$ cat config.mk
export PLATFORM = sky130hd
export DESIGN_NAME = aip_dpath
export DESIGN_NICKNAME = d
export VERILOG_FILES = /design/src/design/aip_pkg.sv /design/src/design/aip_dpath.sv
export SDC_FILE = /design/constraint.sdc
export NUM_CORES = 2
export LEC_CHECK = 0
export ABC_AREA = 1
export BUFFER_PORTS_ARGS = -buffer_cell sky130_fd_sc_hd__buf_2
export CAP_MARGIN = 20
export CORE_ASPECT_RATIO = 0.75
export CORE_MARGIN = 8
export CORE_UTILIZATION = 46
export DETAILED_ROUTE_END_ITERATION = 16
export PLACE_DENSITY = 0.61
export SETUP_SLACK_MARGIN = 0.1
export SYNTH_ARGS = -nofsm -noshare
export SYNTH_HDL_FRONTEND = slang
export SYNTH_SLANG_ARGS = --single-unit
export TNS_END_PERCENT = 100
$ cat constraint.sdc
create_clock -name i_clk -period 11.4 [get_ports i_clk]
set_clock_uncertainty 0.2 [all_clocks]
set_input_delay 1.71 -clock i_clk [delete_from_list [all_inputs] [get_ports i_clk]]
set_output_delay 1.71 -clock i_clk [all_outputs]
set_load 0.01 [all_outputs]
$ cat src/design/aip_pkg.sv
// aip_pkg: shared types and constants of the ASCII integer parser.
// Used by aip_ctrl, aip_dpath and the top level ascii_integer_parser.
package aip_pkg;

    localparam int unsigned CFG_DATA_W = 6;
    localparam int unsigned BASE_W     = 6;
    localparam int unsigned OFFSET_W   = 16;
    localparam int unsigned VALUE_W    = 64;
    localparam int unsigned EXP_W      = 11;
    localparam int unsigned MANT_W     = 52;
    localparam int unsigned OUT_W      = 2 * VALUE_W + OFFSET_W;

    // exponent field for a mantissa aligned at bit 52 before normalization
    localparam logic [EXP_W-1:0] EXP_START = EXP_W'(1023 + 52);

    localparam logic [BASE_W-1:0] BASE_MAX = BASE_W'(36);
    localparam logic [BASE_W-1:0] BASE_OCT = BASE_W'(8);
    localparam logic [BASE_W-1:0] BASE_DEC = BASE_W'(10);
    localparam logic [BASE_W-1:0] BASE_HEX = BASE_W'(16);
    localparam logic [BASE_W-1:0] BASE_AUTO = BASE_W'(0);

    typedef enum logic [0:0] {
        CFG_BASE_SELECT = 1'b0,
        CFG_SIGNED_MODE = 1'b1
    } t_cfg_idx;

    typedef enum logic [2:0] {
        ST_WS1,
        ST_WS2,
        ST_PFX,
        ST_DIG,
        ST_DONE,
        ST_NORM
    } t_state;

    typedef struct packed {
        logic clr;
        logic take;
        logic set_neg;
        logic base_oct;
        logic base_dec;
        logic base_hex;
        logic acc;
        logic norm_init;
        logic norm_step;
        logic out_load;
    } t_cmd;

    typedef struct packed {
        logic is_ws;
        logic sign_ok;
        logic is_minus;
        logic is_zero;
        logic is_x;
        logic digit_ok;
        logic base_auto;
        logic norm_done;
    } t_sts;

endpackage

$ cat src/design/aip_dpath.sv
// aip_dpath: config registers, character classes, accumulator and
// one-bit-per-cycle double normalizer. Depends on aip_pkg.
module aip_dpath (
    input  logic                              i_clk,
    input  logic                              i_rst_n,
    input  logic                              i_cfg_we,
    input  aip_pkg::t_cfg_idx                 i_cfg_index,
    input  logic [aip_pkg::CFG_DATA_W-1:0]    i_cfg_data,
    input  logic [7:0]                        i_ch,
    input  aip_pkg::t_cmd                     i_cmd,
    output aip_pkg::t_sts                     o_sts,
    output logic [aip_pkg::OUT_W-1:0]         o_result
);

    localparam logic [7:0] CH_SPACE = 8'h20;
    localparam logic [7:0] CH_TAB   = 8'h09;
    localparam logic [7:0] CH_LF    = 8'h0A;
    localparam logic [7:0] CH_PLUS  = 8'h2B;
    localparam logic [7:0] CH_MINUS = 8'h2D;
    localparam logic [7:0] CH_ZERO  = 8'h30;
    localparam logic [7:0] CH_NINE  = 8'h39;
    localparam logic [7:0] CH_UA    = 8'h41;
    localparam logic [7:0] CH_UZ    = 8'h5A;
    localparam logic [7:0] CH_LA    = 8'h61;
    localparam logic [7:0] CH_LZ    = 8'h7A;
    localparam logic [7:0] CH_UX    = 8'h58;
    localparam logic [7:0] CH_LX    = 8'h78;

    localparam int unsigned VW = aip_pkg::VALUE_W;
    localparam int unsigned BW = aip_pkg::BASE_W;
    localparam int unsigned OW = aip_pkg::OFFSET_W;
    localparam int unsigned EW = aip_pkg::EXP_W;
    localparam int unsigned MW = aip_pkg::MANT_W;

    logic [BW-1:0] r_cfg_base;
    logic          r_cfg_signed;
    logic [VW-1:0] r_accum, n_accum;
    logic          r_neg, n_neg;
    logic [BW-1:0] r_base, n_base;
    logic [OW-1:0] r_cons, n_cons;

    logic [VW-1:0] r_int;
    logic          r_sign;
    logic [VW-1:0] r_mag;
    logic [EW-1:0] r_exp;
    logic [OW-1:0] r_off;

    logic [VW-1:0] r_o_int, r_o_dbl;
    logic [OW-1:0] r_o_off;

    logic [VW-1:0]    w_eff_accum;
    logic             w_eff_neg;
    logic [BW-1:0]    w_eff_base, w_tbase, w_clamp;
    logic [OW-1:0]    w_eff_cons;
    logic [BW-1:0]    w_digit;
    logic             w_is_digit;
    logic [VW+BW-1:0] w_prod;
    logic [VW-1:0]    w_val, w_mag;

    assign w_clamp     = (r_cfg_base > aip_pkg::BASE_MAX) ? aip_pkg::BASE_MAX : r_cfg_base;
    assign w_eff_accum = i_cmd.clr ? '0 : r_accum;
    assign w_eff_neg   = i_cmd.clr ? 1'b0 : r_neg;
    assign w_eff_base  = i_cmd.clr ? w_clamp : r_base;
    assign w_eff_cons  = i_cmd.clr ? '0 : r_cons;
    assign w_tbase     = (w_eff_base == aip_pkg::BASE_AUTO) ? aip_pkg::BASE_DEC : w_eff_base;

    always_comb begin
        w_is_digit = 1'b1;
        w_digit    = '0;
        if (i_ch >= CH_ZERO && i_ch <= CH_NINE) begin
            w_digit = BW'(i_ch - CH_ZERO);
        end else if (i_ch >= CH_LA && i_ch <= CH_LZ) begin
            w_digit = BW'(i_ch - CH_LA + 8'd10);
        end else if (i_ch >= CH_UA && i_ch <= CH_UZ) begin
            w_digit = BW'(i_ch - CH_UA + 8'd10);
        end else begin
            w_is_digit = 1'b0;
        end
    end

    assign o_sts.is_ws     = (i_ch == CH_SPACE) || (i_ch == CH_TAB) || (i_ch == CH_LF);
    assign o_sts.sign_ok   = r_cfg_signed && ((i_ch == CH_PLUS) || (i_ch == CH_MINUS));
    assign o_sts.is_minus  = (i_ch == CH_MINUS);
    assign o_sts.is_zero   = (i_ch == CH_ZERO);
    assign o_sts.is_x      = (i_ch == CH_LX) || (i_ch == CH_UX);
    assign o_sts.digit_ok  = w_is_digit && (w_digit < w_tbase);
    assign o_sts.base_auto = (w_eff_base == aip_pkg::BASE_AUTO);
    // done once zero or the leading one sits at the hidden bit
    assign o_sts.norm_done = (r_mag == '0) || (r_mag[VW-1:MW] == (VW-MW)'(1));

    assign w_prod = w_eff_accum * w_tbase;
    assign w_val  = w_eff_neg ? (~w_eff_accum + VW'(1)) : w_eff_accum;
    assign w_mag  = w_val[VW-1] ? (~w_val + VW'(1)) : w_val;

    always_comb begin
        n_accum = w_eff_accum;
        if (i_cmd.acc) begin
            n_accum = w_prod[VW-1:0] + VW'(w_digit);
        end
        n_neg  = i_cmd.set_neg ? 1'b1 : w_eff_neg;
        n_base = w_eff_base;
        if (i_cmd.base_oct) begin
            n_base = aip_pkg::BASE_OCT;
        end else if (i_cmd.base_dec) begin
            n_base = aip_pkg::BASE_DEC;
        end else if (i_cmd.base_hex) begin
            n_base = aip_pkg::BASE_HEX;
        end
        n_cons = w_eff_cons;
        if (i_cmd.take && (w_eff_cons != '1)) begin
            n_cons = w_eff_cons + OW'(1);
        end
    end

    always_ff @(posedge i_clk) begin
        if (!i_rst_n) begin
            r_cfg_base   <= aip_pkg::BASE_DEC;
            r_cfg_signed <= 1'b1;
            r_accum      <= '0;
            r_neg        <= 1'b0;
            r_base       <= aip_pkg::BASE_DEC;
            r_cons       <= '0;
        end else begin
            if (i_cfg_we) begin
                unique case (i_cfg_index)
                    aip_pkg::CFG_BASE_SELECT: r_cfg_base   <= i_cfg_data;
                    aip_pkg::CFG_SIGNED_MODE: r_cfg_signed <= i_cfg_data[0];
                    default:                  r_cfg_base   <= r_cfg_base;
                endcase
            end
            r_accum <= n_accum;
            r_neg   <= n_neg;
            r_base  <= n_base;
            r_cons  <= n_cons;
        end
    end

    always_ff @(posedge i_clk) begin
        if (i_cmd.norm_init) begin
            r_int  <= w_val;
            r_sign <= w_val[VW-1];
            r_mag  <= w_mag;
            r_exp  <= aip_pkg::EXP_START;
            r_off  <= w_eff_cons;
        end else if (i_cmd.norm_step) begin
            if (r_mag[VW-1:MW+1] != '0) begin
                // round-up halving; magnitude never exceeds 2^63 so no carry out
                r_mag <= (r_mag + VW'(1)) >> 1;
                r_exp <= r_exp + EW'(1);
            end else begin
                r_mag <= r_mag << 1;
                r_exp <= r_exp - EW'(1);
            end
        end
        if (i_cmd.out_load) begin
            r_o_int <= r_int;
            r_o_dbl <= (r_mag == '0) ? '0 : {r_sign, r_exp, r_mag[MW-1:0]};
            r_o_off <= r_off;
        end
    end

    assign o_result = {r_o_off, r_o_dbl, r_o_int};

endmodule

# == Yosys cells after proc, flatten, opt, wreduce, memory -nomap -nowiden ==
# Index checks and enable logic that the tools add are counted.
# Widths: inputs -> output; s select.
# totals
register_bits,394
latch_bits,0
ramBits,0
rom_bits,0
inputBits,28
output_inout_bits,152
word_cells,94
memories,0
# op_classes
addsub,12
multipliers,1
div_mod_pow,0
n_lt_le_gt_ge,8
n_eq_ne,10
n_shift,0
n_mux,24
bitwise,4
reduce_logical,19
# op_table
op,n
$mux 64,7
$add 64x1->64 const B,3
$not 64->64,2
$add 64x6->64,1
$logic_not 64->1,1
$mul 64x6->64,1
$mux 6,6
$eq 8x6->1 const B,4
$mux 16,2
$add 16x1->16 const B,1
$eq 8x4->1 const B,2
$eq 8x7->1 const B,2
$ge 8x7->1 const B,2
$le 8x7->1 const B,2
$ne 16x16->1 const B,1
$add 6x4->6 const B,2
$eq 12x1->1 const B,1
$sub 6x6->6 const B,2
$add 11x1->11 const B,1
$mux 11,1
$reduce_bool 11->1,1
$sub 11x1->11 const B,1
$ge 8x6->1 const B,1
$le 8x6->1 const B,1
other kinds (14),30

# == Longest topological paths before layout ==
# depth
ltp_word,8
ltp_mapped,42
depth_no_buf,36

# == Least setup slack after synthesis ==
# Ideal clock, no wire load.
# synth_path
path_type,input to register
startpoint,in i_cmd[9] (netlist bit)
endpoint,reg r_accum[62]
setup_ns,0.115
arrival_time_ns,7.660
required_ns,11.085
slack_ns,3.425
stages,36
n_path_buf,6
cell_sequence,inv_2 -> buf_2 -> buf_6 -> buf_6 -> buf_6 -> nor2_1 -> nor2_1 -> inv_1 -> nand3_1 -> nand2_1 -> buf_2 -> buf_1 -> nand2_1 -> inv_1 -> fa_1 -> inv_1 -> fa_1 -> inv_1 -> fa_1 -> inv_1 -> fa_1 -> inv_1 -> ha_1 -> nand2_1 -> inv_1 -> a21oi_1 -> o21ai_0 -> a21oi_1 -> o21ai_0 -> nand2_1 -> nand2_1 -> nand3_1 -> nand3_1 -> nand2_1 -> o21ai_0 -> inv_1
# synth_via
elab_chain_len,6
word_cells_on_any_way,7
cone_classes,add/sub (1); mul (1); mux (4); reduce/logical (1)
# synth_lines
element,line_no,source
"start, declared",aip_dpath.sv:10,"input aip_pkg::t_cmd i_cmd,"
$mux 6,aip_dpath.sv:63,assign w_eff_base = i_cmd.clr ? w_clamp : r_base;
$logic_not 6->1,aip_dpath.sv:65,assign w_tbase = (w_eff_base == aip_pkg::BASE_AUTO) ? aip_pkg::BASE_DEC : w_eff_base;
$mux 6,aip_dpath.sv:65,
$mul 64x6->64,aip_dpath.sv:91,assign w_prod = w_eff_accum * w_tbase;
$add 64x6->64,aip_dpath.sv:98,n_accum = w_prod[VW-1:0] + VW'(w_digit);
$mux 64 (*),aip_dpath.sv:97,if (i_cmd.acc) begin
"end signal, assigned",aip_dpath.sv:131,r_accum <= n_accum;
"end, declared",aip_dpath.sv:37,"logic [VW-1:0] r_accum, n_accum;"
# Every way passes the cells marked *; elsewhere a longest branch is shown, timed or not.
# A chain may end at the register's enable or synchronous reset.

# == Final worst setup path ==
# layout_path
startpoint,in i_cmd[9] (netlist bit)
endpoint,reg r_accum[45]
# Same word-level chain as after synthesis.

==> metrics <==
Yosys cell types=57; CTS tree=done; commonest cells after routing, fill and taps aside=1,056 x nand2_1, 760 x inv_1, 518 x nor2_1, 288 x edfxtp_1, 264 x o21ai_0; Slew @ Worst Pin=1.13 ns; crit start category=input pin; Starting Density=46.1%; crit end category=flop; final hold vios=0; status=completed; Fin Setup TNS=0 ns; commonest non-fill, non-tap cell in the layout=nand2_1; I/O pin count=180; Post-synth EDFFs=288; Overall Global Routing Usage=27.0%; wire length per cell=20.6 microns; row cnt=87; Core Region=74,600 sq um; grt met1 use=40.9%; GRT met3 Usage=6.54%; CP Buf/Inv Count=8; routed wire length=116,000 microns; Pwr per Cell Area=115 nW/um^2; f_max=0.112 GHz; Hold Buf Count CTS=0; fin crit period=8.95 ns; clk buf depth=3; DR pass1 iterations=6; Syn. warnings=0; Post-Syn Nets=4,980; first-pass GRT wire length=178,000 microns; Slew Viols, Final=0; CTS resizes=0; number of diodes=0; routing usage on met2=37.8%; port buffer count=179; Seq/Total Area, Yosys=31.3%; Clock Latency Late Sink=0.61 ns; Most Frequent Cell on Critical Path=nand3_1; fillers=7,405; Vias per Instance=5.57; R2R cell count=27; Area Overhead vs Synth=8.70%; vias in the first global route=29,366; RR Endpoint=r_accum[45]; Reg area=10,800 sq um; Worst Setup Path Type=input pin to flop; Synth Instances=4,555; Place WS=2.15 ns; Setup violations, final=0; synthesized flop and latch total=393; die width=332 microns; CTS buffer count=42; area of the multi-input gates=20,000 sq um; gr busiest metal=met1; Post CTS Setup Buffer Count=0; Period Utilization, post-route=78.5%; Root Buffer=clkbuf_16; Slew headroom=24.1%; Leak=0.0199 uW; min-delay src=r_off[14]; H-tree depth=2; CTS sink cnt=393; clock slew at reported path FFs=0.06 ns; Iter 0 DRT Violations=3,918; Via Count=31,424; max_cap viols=0; hold crit path type=flop to flop; RSZ-0062 raised after global routing=false; largest net degree at the start of global routing=92; WHS=0.201 ns; DRC errors left=0; share of cells above drive strength 1=7.80%; family with the most delay on the worst path=adder cells; Die Y=253 microns; Mean Syn Cell Area=7.55 sq um; DP HPWL=90,900 microns; Crit Path Max Fanout=38; Final Wtd Congestion=1.05; Crit Reg-Reg Startpoint=r_base[5]; Routed Antenna Nets=0; worst hold endpoint=r_o_off[14]; Final WS setup=2.45 ns; Max IR drop VDD=104 uV; ys async rst share=0%; die area=83,900 sq um; Top FF cell, synth=edfxtp_1; initial antenna violation count=2; slowest stage delay, CP=0.64 ns; Cell Area, Synth=34,400 sq um; hold path depth=0; FF-to-FF setup slack=3.73 ns; Post-layout nets=5,058; grt total ovfl=0; Slowest cell on crit path=clkinv_1; worst path arrival time=9.23 ns; CP required=11.68 ns
[logic make-up (layout without fill, tap and decap cells)]
kind of cell	Yosys count	after routing	synth area share, %
compound gates	646	646	10.2
xor+xnor	123	123	3.15
fa+ha+maj	397	397	19.7
buf+inv	955	1066	10.8
flops	393	393	31.3
simple gates	2041	2041	25.0
[power by group]
group          total (uW)  switching (uW)  internal [uW]
clock network        1410             628            784
logic                1090             775            317
registers            1800             104           1700
[area by class of cell]
| cell class | count | area share (%) |
|---|---|---|
| timing repair buffer | 202 | 2.89 |
| multi-input combinational | 3207 | 53.5 |
| clock inverter | 26 | 0.673 |
| clock buffer | 51 | 3.01 |
| inverter | 787 | 7.91 |
| sequential | 393 | 28.7 |
| tap | 979 | 3.28 |
[cells in the mapped netlist, types with 5 or more instances]
master	instances	area, sq um
a21o_1	12	90.1
inv_2	20	75.1
a21oi_1	223	1120
inv_1	763	2860
o22ai_1	6	37.5
nand3b_1	18	135
buf_6	7	78.8
o21ai_1	60	300
o221ai_1	6	52.6
nor2_1	519	1950
buf_4	6	45.0
o21ai_0	264	1320
o32ai_1	9	78.8
nand4_1	57	357
o21bai_1	5	37.5
nand3_1	202	1010
dfxtp_1	105	2100
a31oi_1	17	106
o21a_1	5	37.5
o211ai_1	13	97.6
buf_2	20	100
nand2_2	28	175
and2_1	5	31.3
nor2_4	8	90.1
xor2_1	101	885
fa_1	241	4820
nor2_2	12	75.1
clkbuf_1	128	480
o21ai_2	5	43.8
buf_1	6	22.5
xnor2_1	21	184
nor4_1	49	307
edfxtp_1	288	8650
ha_1	156	1950
nor3_1	69	345
nand2_1	1057	3970
o31ai_1	5	37.5
[flip-flops by register name, indices dropped and copies added (netlist names)]
| signal | cells |
|---|---|
| r_o_int | 64 |
| r_o_off | 16 |
| r_cfg_base | 6 |
| r_accum | 64 |
| r_mag | 64 |
| r_cfg_signed | 1 |
| r_off | 16 |
| r_int | 64 |
| r_o_dbl | 64 |
| r_cons | 16 |
| r_exp | 11 |
| r_neg | 1 |
| r_base | 6 |
[through the flow]
stage | cells | cell area (sq um) | utilization (%) | power, uW
after floorplan | 4555 | 34400 | - | 2520
after CTS | 5645 | 37400 | 50.2 | 4310
after global placement | 5568 | 36000 | 48.3 | 2890
after detailed placement | 5568 | 36000 | 48.3 | 2890
after global routing | 5645 | 37400 | 50.2 | 4510
final | 5645 | 37400 | 50.2 | 4300
[worst max path at each step]
stage | end | depth (start not counted) | startpoint
2_1_floorplan | r_accum[62] | 36 | i_cmd[9]
3_3_place_gp | r_accum[45] | 31 | i_cmd[9]
3_5_place_dp | r_accum[45] | 31 | i_cmd[9]
4_1_cts | r_accum[45] | 31 | i_cmd[9]
5_1_grt | r_accum[45] | 30 | i_cmd[9]
6_report | r_accum[45] | 31 | i_cmd[9]
[routing by layer]
layer / share of wire [%] / vias to the layer above / wire length (microns)
met3: 11 / 191 / 13000
met5: 0 / - / 0
met4: 3.3 / 0 / 3790
li1: - / 14704 / -
met2: 40 / 1550 / 46000
met1: 46 / 14979 / 53600
Note: power is estimated with default switching activity, not from simulation.
