### src/design/aip_pkg.sv
// aip_pkg: shared types and constants of the ASCII integer parser.
// Used by aip_ctrl, aip_dpath and the top level ascii_integer_parser.
package aip_pkg;

    localparam int unsigned CFG_DATA_W = 6;
    localparam int unsigned BASE_W     = 6;
    localparam int unsigned OFFSET_W   = 16;
    localparam int unsigned VALUE_W    = 64;
    localparam int unsigned EXP_W      = 11;
    localparam int unsigned MANT_W     = 52;
    localparam int unsigned OUT_W      = 2 * VALUE_W + OFFSET_W;

    // exponent field for a mantissa aligned at bit 52 before normalization
    localparam logic [EXP_W-1:0] EXP_START = EXP_W'(1023 + 52);

    localparam logic [BASE_W-1:0] BASE_MAX = BASE_W'(36);
    localparam logic [BASE_W-1:0] BASE_OCT = BASE_W'(8);
    localparam logic [BASE_W-1:0] BASE_DEC = BASE_W'(10);
    localparam logic [BASE_W-1:0] BASE_HEX = BASE_W'(16);
    localparam logic [BASE_W-1:0] BASE_AUTO = BASE_W'(0);

    typedef enum logic [0:0] {
        CFG_BASE_SELECT = 1'b0,
        CFG_SIGNED_MODE = 1'b1
    } t_cfg_idx;

    typedef enum logic [2:0] {
        ST_WS1,
        ST_WS2,
        ST_PFX,
        ST_DIG,
        ST_DONE,
        ST_NORM
    } t_state;

    typedef struct packed {
        logic clr;
        logic take;
        logic set_neg;
        logic base_oct;
        logic base_dec;
        logic base_hex;
        logic acc;
        logic norm_init;
        logic norm_step;
        logic out_load;
    } t_cmd;

    typedef struct packed {
        logic is_ws;
        logic sign_ok;
        logic is_minus;
        logic is_zero;
        logic is_x;
        logic digit_ok;
        logic base_auto;
        logic norm_done;
    } t_sts;

endpackage

### src/design/aip_ctrl.sv
// aip_ctrl: parse phase and normalization sequencer of the ASCII integer parser.
// Depends on aip_pkg; drives aip_dpath through t_cmd, reads t_sts.
module aip_ctrl (
    input  logic          i_clk,
    input  logic          i_rst_n,
    input  logic          i_in_fire,
    input  logic          i_start,
    input  logic          i_out_ready,
    input  aip_pkg::t_sts i_sts,
    output logic          o_in_ready,
    output logic          o_out_valid,
    output aip_pkg::t_cmd o_cmd
);

    aip_pkg::t_state r_state, n_state, w_phase;
    logic            r_out_valid, n_out_valid;
    logic            w_can_load;

    assign w_phase    = i_start ? aip_pkg::ST_WS1 : r_state;
    assign w_can_load = !r_out_valid || i_out_ready;

    // next state
    always_comb begin
        n_state = r_state;
        if (r_state == aip_pkg::ST_NORM) begin
            if (i_sts.norm_done && w_can_load) begin
                n_state = aip_pkg::ST_DONE;
            end
        end else if (i_in_fire) begin
            unique case (w_phase)
                aip_pkg::ST_WS1, aip_pkg::ST_WS2: begin
                    if (i_sts.is_ws) begin
                        n_state = w_phase;
                    end else if (w_phase == aip_pkg::ST_WS1 && i_sts.sign_ok) begin
                        n_state = aip_pkg::ST_WS2;
                    end else if (i_sts.base_auto && i_sts.is_zero) begin
                        n_state = aip_pkg::ST_PFX;
                    end else if (i_sts.digit_ok) begin
                        n_state = aip_pkg::ST_DIG;
                    end else begin
                        n_state = aip_pkg::ST_NORM;
                    end
                end
                aip_pkg::ST_PFX: begin
                    if (i_sts.is_x || i_sts.digit_ok) begin
                        n_state = aip_pkg::ST_DIG;
                    end else begin
                        n_state = aip_pkg::ST_NORM;
                    end
                end
                aip_pkg::ST_DIG: begin
                    if (!i_sts.digit_ok) begin
                        n_state = aip_pkg::ST_NORM;
                    end
                end
                aip_pkg::ST_DONE: begin
                    n_state = aip_pkg::ST_DONE;
                end
                default: begin
                    n_state = r_state;
                end
            endcase
        end
    end

    // commands
    always_comb begin
        o_cmd = '0;
        if (r_state == aip_pkg::ST_NORM) begin
            o_cmd.norm_step = !i_sts.norm_done;
            o_cmd.out_load  = i_sts.norm_done && w_can_load;
        end else if (i_in_fire) begin
            o_cmd.clr = i_start;
            unique case (w_phase)
                aip_pkg::ST_WS1, aip_pkg::ST_WS2: begin
                    if (i_sts.is_ws) begin
                        o_cmd.take = 1'b1;
                    end else if (w_phase == aip_pkg::ST_WS1 && i_sts.sign_ok) begin
                        o_cmd.take    = 1'b1;
                        o_cmd.set_neg = i_sts.is_minus;
                    end else if (i_sts.base_auto && i_sts.is_zero) begin
                        o_cmd.take     = 1'b1;
                        o_cmd.base_oct = 1'b1;
                    end else begin
                        o_cmd.base_dec  = i_sts.base_auto;
                        o_cmd.acc       = i_sts.digit_ok;
                        o_cmd.take      = i_sts.digit_ok;
                        o_cmd.norm_init = !i_sts.digit_ok;
                    end
                end
                aip_pkg::ST_PFX: begin
                    if (i_sts.is_x) begin
                        o_cmd.take     = 1'b1;
                        o_cmd.base_hex = 1'b1;
                    end else begin
                        o_cmd.acc       = i_sts.digit_ok;
                        o_cmd.take      = i_sts.digit_ok;
                        o_cmd.norm_init = !i_sts.digit_ok;
                    end
                end
                aip_pkg::ST_DIG: begin
                    o_cmd.acc       = i_sts.digit_ok;
                    o_cmd.take      = i_sts.digit_ok;
                    o_cmd.norm_init = !i_sts.digit_ok;
                end
                aip_pkg::ST_DONE: begin
                    o_cmd.clr = i_start;
                end
                default: begin
                    o_cmd = '0;
                end
            endcase
        end
    end

    always_comb begin
        n_out_valid = r_out_valid;
        if (o_cmd.out_load) begin
            n_out_valid = 1'b1;
        end else if (i_out_ready) begin
            n_out_valid = 1'b0;
        end
    end

    always_ff @(posedge i_clk) begin
        if (!i_rst_n) begin
            r_state     <= aip_pkg::ST_WS1;
            r_out_valid <= 1'b0;
        end else begin
            r_state     <= n_state;
            r_out_valid <= n_out_valid;
        end
    end

    assign o_in_ready  = (r_state != aip_pkg::ST_NORM);
    assign o_out_valid = r_out_valid;

endmodule

### config.mk
export PLATFORM = sky130hd
export DESIGN_NAME = aip_ctrl
export DESIGN_NICKNAME = d
export VERILOG_FILES = /design/src/design/aip_pkg.sv /design/src/design/aip_ctrl.sv
export SDC_FILE = /design/constraint.sdc
export NUM_CORES = 1
export LEC_CHECK = 0
export BUFFER_PORTS_ARGS = -buffer_cell sky130_fd_sc_hd__buf_4
export CORE_MARGIN = 10
export CORE_UTILIZATION = 41
export CTS_CLUSTER_DIAMETER = 30
export DETAILED_ROUTE_END_ITERATION = 6
export PLACE_DENSITY = 0.73
export SLEW_MARGIN = 20
export SYNTH_ARGS = -nofsm -noshare
export SYNTH_HDL_FRONTEND = slang
export SYNTH_SLANG_ARGS = --single-unit
### constraint.sdc
create_clock -name i_clk -period 1.6 [get_ports i_clk]
set_clock_uncertainty 0.05 [all_clocks]
set_input_delay 0.24 -clock i_clk [delete_from_list [all_inputs] [get_ports i_clk]]
set_output_delay 0.24 -clock i_clk [all_outputs]
set_load 0.01 [all_outputs]
# After elaboration in Yosys (flattened, before gate mapping)
# Index checks and enable logic that the tools add are counted.
# totals
reg_bits	4
inputBits	13
wordCells	60
# classes
n_eq_ne	8
n_mux	35
reduce_logical	15
# ops
cell	count
2-to-1 mux 3 bit	12
2-to-1 mux 1 bit	12
2-to-1 mux 2 bit	6
case mux 3 bit (4 select lines)	1
2-to-1 mux 10 bit	1
2-to-1 mux 8 bit	1
== test 3 x 2 -> 1 bit (second input constant)	2
== test 3 bit (second input constant)	2
inequality test 3 bit (second input constant)	2
case mux 2 bit (3 select lines)	1
nonzero test 5 bit	1
OR reduction 5 bit	1
AND reduction 4 bit	1
nonzero test 2 bit	2
== test 3 x 1 -> 1 bit (second input constant)	1
logical AND 1 bit	3
logical NOT 1 bit	3
logical NOT 3 bit	1
case mux 1 bit (3 select lines)	1
logical OR 1 bit	2
inequality test 2 x 1 -> 1 bit (second input constant)	1
OR reduction 2 bit	1

# Longest topological paths before layout
# Gate-level depths: netlist of run 1.
# logic_depth
ltp_word	9
ltp_mapped	5
depth_no_buf	4

# Least setup slack after synthesis of run 1
# OpenSTA, ideal clock, no wires.
# synth_timing
path_kind	register to output
startpoint	register r_state[1]
endpoint	output port o_cmd[2] (netlist name)
arrival_time_ns	1.308
required_ns	1.310
slack_ns	0.002
stages_incl_launch_ff	6
path_buffers	1
cell_sequence	dfxtp_1 -> buf_6 -> o21ba_2 -> a2111oi_0 -> o211ai_1 -> nor2_1
# synth_rtl
element	line_no	rtl
start: declaration	aip_ctrl.sv:15	aip_pkg::t_state r_state, n_state, w_phase;
start signal: assignment	aip_ctrl.sv:127	r_state <= aip_pkg::ST_WS1;
start signal: assignment	aip_ctrl.sv:130	r_state <= n_state;
end: declaration	aip_ctrl.sv:12	output aip_pkg::t_cmd o_cmd

==> summary.md, run 1 <==
| Metric | Value |
|---|---|
| Antenna diode count | `0` |
| Final setup vio count | `14` |
| Status | `finished with violations` |
| Syn Inst Count | `83` |
| RSZ-0062 raised after global routing | `yes` |
| Core area | `1330 µm²` |
| Die height | `57.9 µm` |
| Initial antenna violation count | `0` |
| Number of fill cells | `65` |
| Adder-cell share of the synthesized area | `0%` |
| Hold_sp | `i_rst_n` |
| Routed Antenna Nets | `0` |
| Number of global-route vias before repair | `893` |
| Failing checks | `negative setup slack` |
| Detailed Route WL | `3010 µm` |
| Hold endpoint | `r_state[1]$_SDFFE_PN0P_` |
| Worst path depth | `6` |
| Period utilisation layout | `122%` |
| Primary FF master, synth | `dfxtp_1` |
| 1st-iter DRT viols | `39` |
| Worst-Margin Slew | `0.408 ns` |
| VDD IR max | `440 µV` |
| Crit-path max FO | `6` |
| RR Endpoint | `r_state[2]$_SDFFE_PN0P_` |
| Compound-cell area share of the yosys netlist | `38.1%` |
| Worst hold slack | `0.240 ns` |
| PortBufs | `24` |
| DRT Pass-1 Iters | `4` |
| Die W | `57.9 µm` |
| CP bufs+invs | `2` |
| Vias/cell | `6.07` |
| Starting Density | `44.1%` |
| Root Buffer | `clkbuf_4` |
| CTS Buffer Depth | `2` |
| Total Routing Usage GR | `16.1%` |
| Slew headroom | `72.6%` |
| WL per Instance | `20.4 µm` |
| Dpl ws | `-0.0730 ns` |
| Crit-path slowest cell | `dfxtp_4` |
| DRC | `0` |
| Max stage delay on crit path | `0.37 ns` |
| First-pass GRT wire length | `approximately 4400 µm` |
| Cell variety after synth | `41` |
| Startpoint Class | `register` |
| FF+latch count, synth | `4` |
| Nets | `147` |
| Post-layout util | `87.4%` |
| Layout cell share with drive strength beyond 1 | `between 60% and 70%` |
| Ys Warns | `0` |
| Syn avg cell area | `7.09 µm²` |
| Worst Path Arrival | `between 1.5 and 2 ns` |
| Final hold vios | `0` |
| Crit-path cells | `buf_4, and2b_1, o21ai_1, o211ai_1, nor2_1, buf_4` |
| Gr ovfl total | `0` |
| # rows | `13` |
| RD Place Congestion | `roughly 0.86` |
| Via Count | `893` |
| I/O pins | `25` |
| Post-synthesis sequential area ratio | `13.6%` |
| Pwr Total | `0.528 mW` |
| Flop2flop setup slack | `-0.09 ns` |
| Worst min path class | `in -> reg` |
| Mapped Nets | `96` |
| Clock buffer count from CTS | `3` |
| Largest family of logic cells by synthesized area | `compound AO/OA/AOI/OAI gates` |
| Number of synthesized flops with an enable pin | `0` |
| Die area | `roughly 3300 µm²` |
| Leak | `~0.51 nW` |
| Delay-heaviest family, CP | `simple AND/OR/NAND/NOR gates` |
| Final slew viol count | `0` |
| Reg2reg path depth | `9` |
| H-tree depth | `1` |
| Synth-to-Final Area Change | `98.3%` |
| Detailed Place HPWL | `1590 µm` |
| Max-cap violation count | `0` |
| CTS tree | `yes` |
| Setup CP Type | `reg -> out` |
| Synth Area in XOR/XNOR | `0%` |
| Clk sinks | `4` |
| Worst reg2reg startpoint | `r_state[1]$_SDFFE_PN0P_` |
| Post-layout min period | `1.95 ns` |
| Post-synthesis mux area share | `1.70%` |
| Hold buffers post-CTS | `0` |
| Synthesized cell area | `just under 600 µm²` |
| Skew-Pair Late Insertion Delay | `between 0.2 and 0.25 ns` |
| Clock-pin slew on the worst setup and hold paths | `around 0.040 ns` |
| Largest net degree at the start of global routing | `10` |
| Most used cell, CP | `buf_4` |
| Element type at the critical path end | `output pin` |
| Cell Pwr Density | `approximately 450 nW/µm²` |
| Worst hold stages | `3` |
| Crit path required time | `about 1.3 ns` |
| Fraction of registers with async set/reset | `0%` |
| Setup ws final | `-0.352 ns` |
| Synth Area in Simple Gates | `36.6%` |
| Fmax | `512 MHz` |
[logic make-up (layout without fill, tap and decap cells)]
group                  after synthesis  in the layout
AOI/OAI and AO/OA                   30             30
buffers and inverters               11             60
DFF                                  4              4
muxes                                1              1
and+or+nand+nor                     37             37
[per-layer routing]
metal | up-vias | routed length, µm | global-route usage [%]
li1 | 409 | - | -
met1 | 430 | 1210 | 16.8
met2 | 44 | 1530 | 29.8
met3 | 10 | 140 | 2.83
met4 | 0 | 127 | 7.72
met5 | - | 0 | 0
[sequential cells by signal, indices dropped and copies added (netlist names)]
signal / count
r_state: 3
o_out_valid: 1
[placed cells by master (no fill, tap or decap), drive strengths merged, types with 2 or more instances in the layout]
master,count
or4b,2
a21oi,6
nor3,2
nand2b,3
clkbuf,3
nand2,6
and2,2
dfxtp,4
and3,3
a21o,2
a211oi,2
nor2,8
o31ai,3
inv,5
buf,52
o21ai,4
o211ai,3
nor2b,2
[final cells by class]
cell class	instances	area [µm²]	share of cell area (%)
multi-input combinational	68	591	50.6
tap	15	18.8	1.61
timing repair buffer	52	424	36.4
clock buffer	3	22.5	1.93
inverter	5	18.8	1.61
sequential	4	91.3	7.83
[cell usage after synthesis (2+ instances only)]
cell | instances | area [µm²]
nor3_1 | 2 | 10.0
nand2b_1 | 3 | 18.8
or4b_1 | 2 | 20.0
and3_1 | 3 | 18.8
a21oi_1 | 6 | 30.0
nor2_1 | 8 | 30.0
o31ai_1 | 2 | 15.0
a21o_1 | 2 | 15.0
a211oi_1 | 2 | 15.0
o211ai_1 | 3 | 22.5
buf_2 | 2 | 10.0
and2_1 | 2 | 12.5
inv_1 | 5 | 18.8
nor2b_1 | 2 | 12.5
o21ai_0 | 4 | 20.0
buf_4 | 2 | 15.0
dfxtp_1 | 4 | 80.1
nand2_1 | 6 | 22.5
[tightest hold or removal path: cells and delay by family]
| kind | cells | cell delay [ns] |
|---|---|---|
| AO/OA/AOI/OAI | 2 | 0.14 |
| buffers and inverters | 1 | 0.11 |
[worst max path at each step]
stage / startpoint / endpoint / slack [ns]
6_report: r_state[1]$_SDFFE_PN0P_ / o_cmd[3] / -0.35
5_1_grt: r_state[1]$_SDFFE_PN0P_ / o_cmd[3] / -0.40
4_1_cts: r_state[1]$_SDFFE_PN0P_ / o_cmd[8] / -0.26
3_5_place_dp: r_state[1]$_SDFFE_PN0P_ / o_cmd[8] / -0.07
3_3_place_gp: r_state[1]$_SDFFE_PN0P_ / o_cmd[8] / -0.06
2_1_floorplan: r_state[1]$_SDFFE_PN0P_ / o_cmd[2] / 0.002
[what timing repair did]
item                       in CTS  in global routing
gates resized for setup        32                 14
buffers inserted               10                  5
setup endpoints to repair      14                 14
pin swaps                      18                  5
[per-stage QoR]
step | instances | instance area (µm²) | TNS [ns]
6_report | 147 | 1170 | -2.23
5_1_grt | 147 | 1170 | -3.12
4_1_cts | 145 | 1090 | -1.52
3_5_place_dp | 133 | 875 | -0.183
3_3_place_gp | 133 | 875 | -0.147
2_1_floorplan | 83 | 588 | 0
[report_power, final]
| part | switching (mW) | internal [mW] | leakage (nW) |
|---|---|---|---|
| clock network | 0.0446 | 0.0841 | 0.0138 |
| registers | 0.0109 | 0.105 | 0.0347 |
| logic | 0.136 | 0.148 | 0.460 |
(Power assumes the default switching activity.)
==> run 2: changes to the inputs <==
--- a/config.mk
+++ b/config.mk
@@ -7,10 +7,9 @@
 export LEC_CHECK = 0
 export BUFFER_PORTS_ARGS = -buffer_cell sky130_fd_sc_hd__buf_4
 export CORE_MARGIN = 10
-export CORE_UTILIZATION = 41
+export CORE_UTILIZATION = 33
 export CTS_CLUSTER_DIAMETER = 30
 export DETAILED_ROUTE_END_ITERATION = 6
-export PLACE_DENSITY = 0.73
 export SLEW_MARGIN = 20
 export SYNTH_ARGS = -nofsm -noshare
 export SYNTH_HDL_FRONTEND = slang
==> summary.md, run 2 (synthesis results as in run 1) <==
| Metric | Value |
|---|---|
| Final setup vio count | `14 (unchanged)` |
| Crit-path max FO | `5 (-1)` |
| Worst-Margin Slew | `0.317 ns (-0.0904 ns)` |
| Failing checks | `negative setup slack` |
| Setup ws final | `-0.354 ns (-0.00153 ns)` |
| Final slew viol count | `0 (unchanged)` |
| PortBufs | `24 (unchanged)` |
| CTS Buffer Depth | `2 (unchanged)` |
| Element type at the critical path end | `output pin` |
| Vias/cell | `5.65 (-7.0%)` |
| Worst Path Arrival | `1.66 ns (about the same)` |
| Routed Antenna Nets | `0 (unchanged)` |
| Startpoint Class | `register` |
| Number of global-route vias before repair | `884 (-1.0%)` |
| Worst hold slack | `0.239 ns (-0.00163 ns)` |
| Dpl ws | `-0.133 ns (-0.0604 ns)` |
| Synth-to-Final Area Change | `103%` |
| Largest register FFs | `3 (unchanged)` |
| Status | `finished with violations` |
| CTS tree | `yes` |
| Detailed Place HPWL | `1600 µm (+0.69%)` |
| RSZ-0062 raised after global routing | `yes` |
| Starting Density | `34.4% (-9.7 points)` |
| Final hold vios | `0 (unchanged)` |
| Root Buffer | `clkbuf_4` |
| RD Place Congestion | `0.796 (-7.7%)` |
| Number of fill cells | `131 (+100%)` |
| Setup CP Type | `reg -> out` |
| Cell Pwr Density | `447 nW/µm² (-1.2%)` |
| Skew-Pair Late Insertion Delay | `0.24 ns (about the same)` |
| Layout cell share with drive strength beyond 1 | `64.7% (+1.8 points)` |
| Antenna diode count | `0 (unchanged)` |
| Most common cell after layout, fill and taps aside | `buf_4` |
| First-pass GRT wire length | `4150 µm (-5.8%)` |
| Leak | `0.521 nW (+2.5%)` |
| DRC | `0 (unchanged)` |
| Clock-pin slew on the worst setup and hold paths | `0.04 ns (about the same)` |
| Placed Instance Area | `895 µm² (+2.3%)` |
| H-tree depth | `1 (unchanged)` |
| Reg with most FFs | `r_state` |
| Multi-input logic area | `587 µm² (-0.64%)` |
| Total Routing Usage GR | `12.6% (-3.4 points)` |
| Post-route cell area | `1190 µm² (+2.5%)` |
| Gr ovfl total | `0 (unchanged)` |
| WL per Instance | `19.0 µm (-6.9%)` |
| Hold buffers post-CTS | `0 (unchanged)` |
| Period utilisation layout | `122% (about the same)` |
| I/O pins | `25 (unchanged)` |
| Commonest non-fill, non-tap cells in the layout | `buf_4, buf_6, nand2_1` |
| Register area | `88.8 µm² (-2.7%)` |
| Initial antenna violation count | `0 (unchanged)` |
| Die area | `3870 µm² (+16%)` |
| Crit path required time | `1.31 ns (about the same)` |
| Worst min path class | `in -> reg` |
| Pwr Total | `0.535 mW (+1.3%)` |
| Detailed Route WL | `3010 µm (about the same)` |
| Nets | `148 (+0.68%)` |
| Clk sinks | `4 (unchanged)` |
| Slew headroom | `78.9% (+6.3 points)` |
| Largest net degree at the start of global routing | `10 (unchanged)` |
| Sum Neg Setup Slack | `-2.26 ns (-0.0348 ns)` |
| Clock buffer count from CTS | `3 (unchanged)` |
| 1st-iter DRT viols | `63 (+62%)` |
| Core area | `1710 µm² (+28%)` |
| Die height | `62.2 µm (+7.5%)` |
| Post-layout min period | `1.95 ns (+0.00153 ns)` |
| # rows | `15 (+2)` |
| Fmax | `512 MHz (about the same)` |
| VDD IR max | `301 µV (-32%)` |
| DRT Pass-1 Iters | `4 (unchanged)` |
| Die W | `62.2 µm (+7.5%)` |
| Max-cap violation count | `0 (unchanged)` |
| Via Count | `893 (unchanged)` |
==> run 2: cell types whose count changed in the layout (fill, tap and decap cells not counted), sizes merged <==
cell,previous run,this run
buf,52,53
==> run 2: timing repair <==
action / in CTS / in global routing
hold endpoints to repair: 0 / 0
setup endpoints to repair: 14 / 14
gates cloned: 0 / 0
resized for setup: 39 / 11
setup buffers: 14 / 3
pin swaps: 15 / 8
==> run 2: cell type report <==
class / count / share of cell area [%]
inverter: 5 / 1.57
tap: 25 / 2.62
timing repair buffer: 53 / 37.4
clock buffer: 3 / 1.88
multi-input combinational: 68 / 49.1
sequential: 4 / 7.43
==> run 2: power breakdown <==
group	internal, mW	leakage (nW)	switching (mW)
clock network	0.0843	0.0138	0.0476
registers	0.106	0.0344	0.00969
logic	0.149	0.473	0.138
total	0.340	0.521	0.195
==> run 2: final timing paths <==
| path | startpoint | cells past startpoint | endpoint | slack (ns) |
|---|---|---|---|---|
| worst max-delay path | r_state[1]$_SDFFE_PN0P_ | 7 | o_cmd[2] | -0.35 |
| worst min-delay path | i_rst_n | 3 | r_state[1]$_SDFFE_PN0P_ | 0.24 |
| worst max register to register | r_state[2]$_SDFFE_PN0P_ | 6 | r_state[2]$_SDFFE_PN0P_ | -0.12 |
| worst min register to register | o_out_valid$_SDFFE_PN0P_ | 2 | o_out_valid$_SDFFE_PN0P_ | 0.60 |
==> run 2: critical path: stages (launching register included) <==
cell	delay, ns
dfxtp_4	0.36
buf_4	0.11
buf_6	0.09
and2b_1	0.21
o21ai_2	0.17
o211ai_1	0.15
nor2_1	0.17
buf_4	0.15
==> run 2: through the flow <==
step,std cells,util (%)
after floorplan,83,-
after global placement,144,52.4
after detailed placement,144,52.4
after CTS,157,66.7
after global routing,158,70.0
final,158,70.0
==> run 2: metal layers <==
metal  global-route usage [%]  wire length (µm)
met1                     13.5              1080
met2                     24.2              1620
met3                     1.43               193
met4                     4.86               113
met5                        0                 0
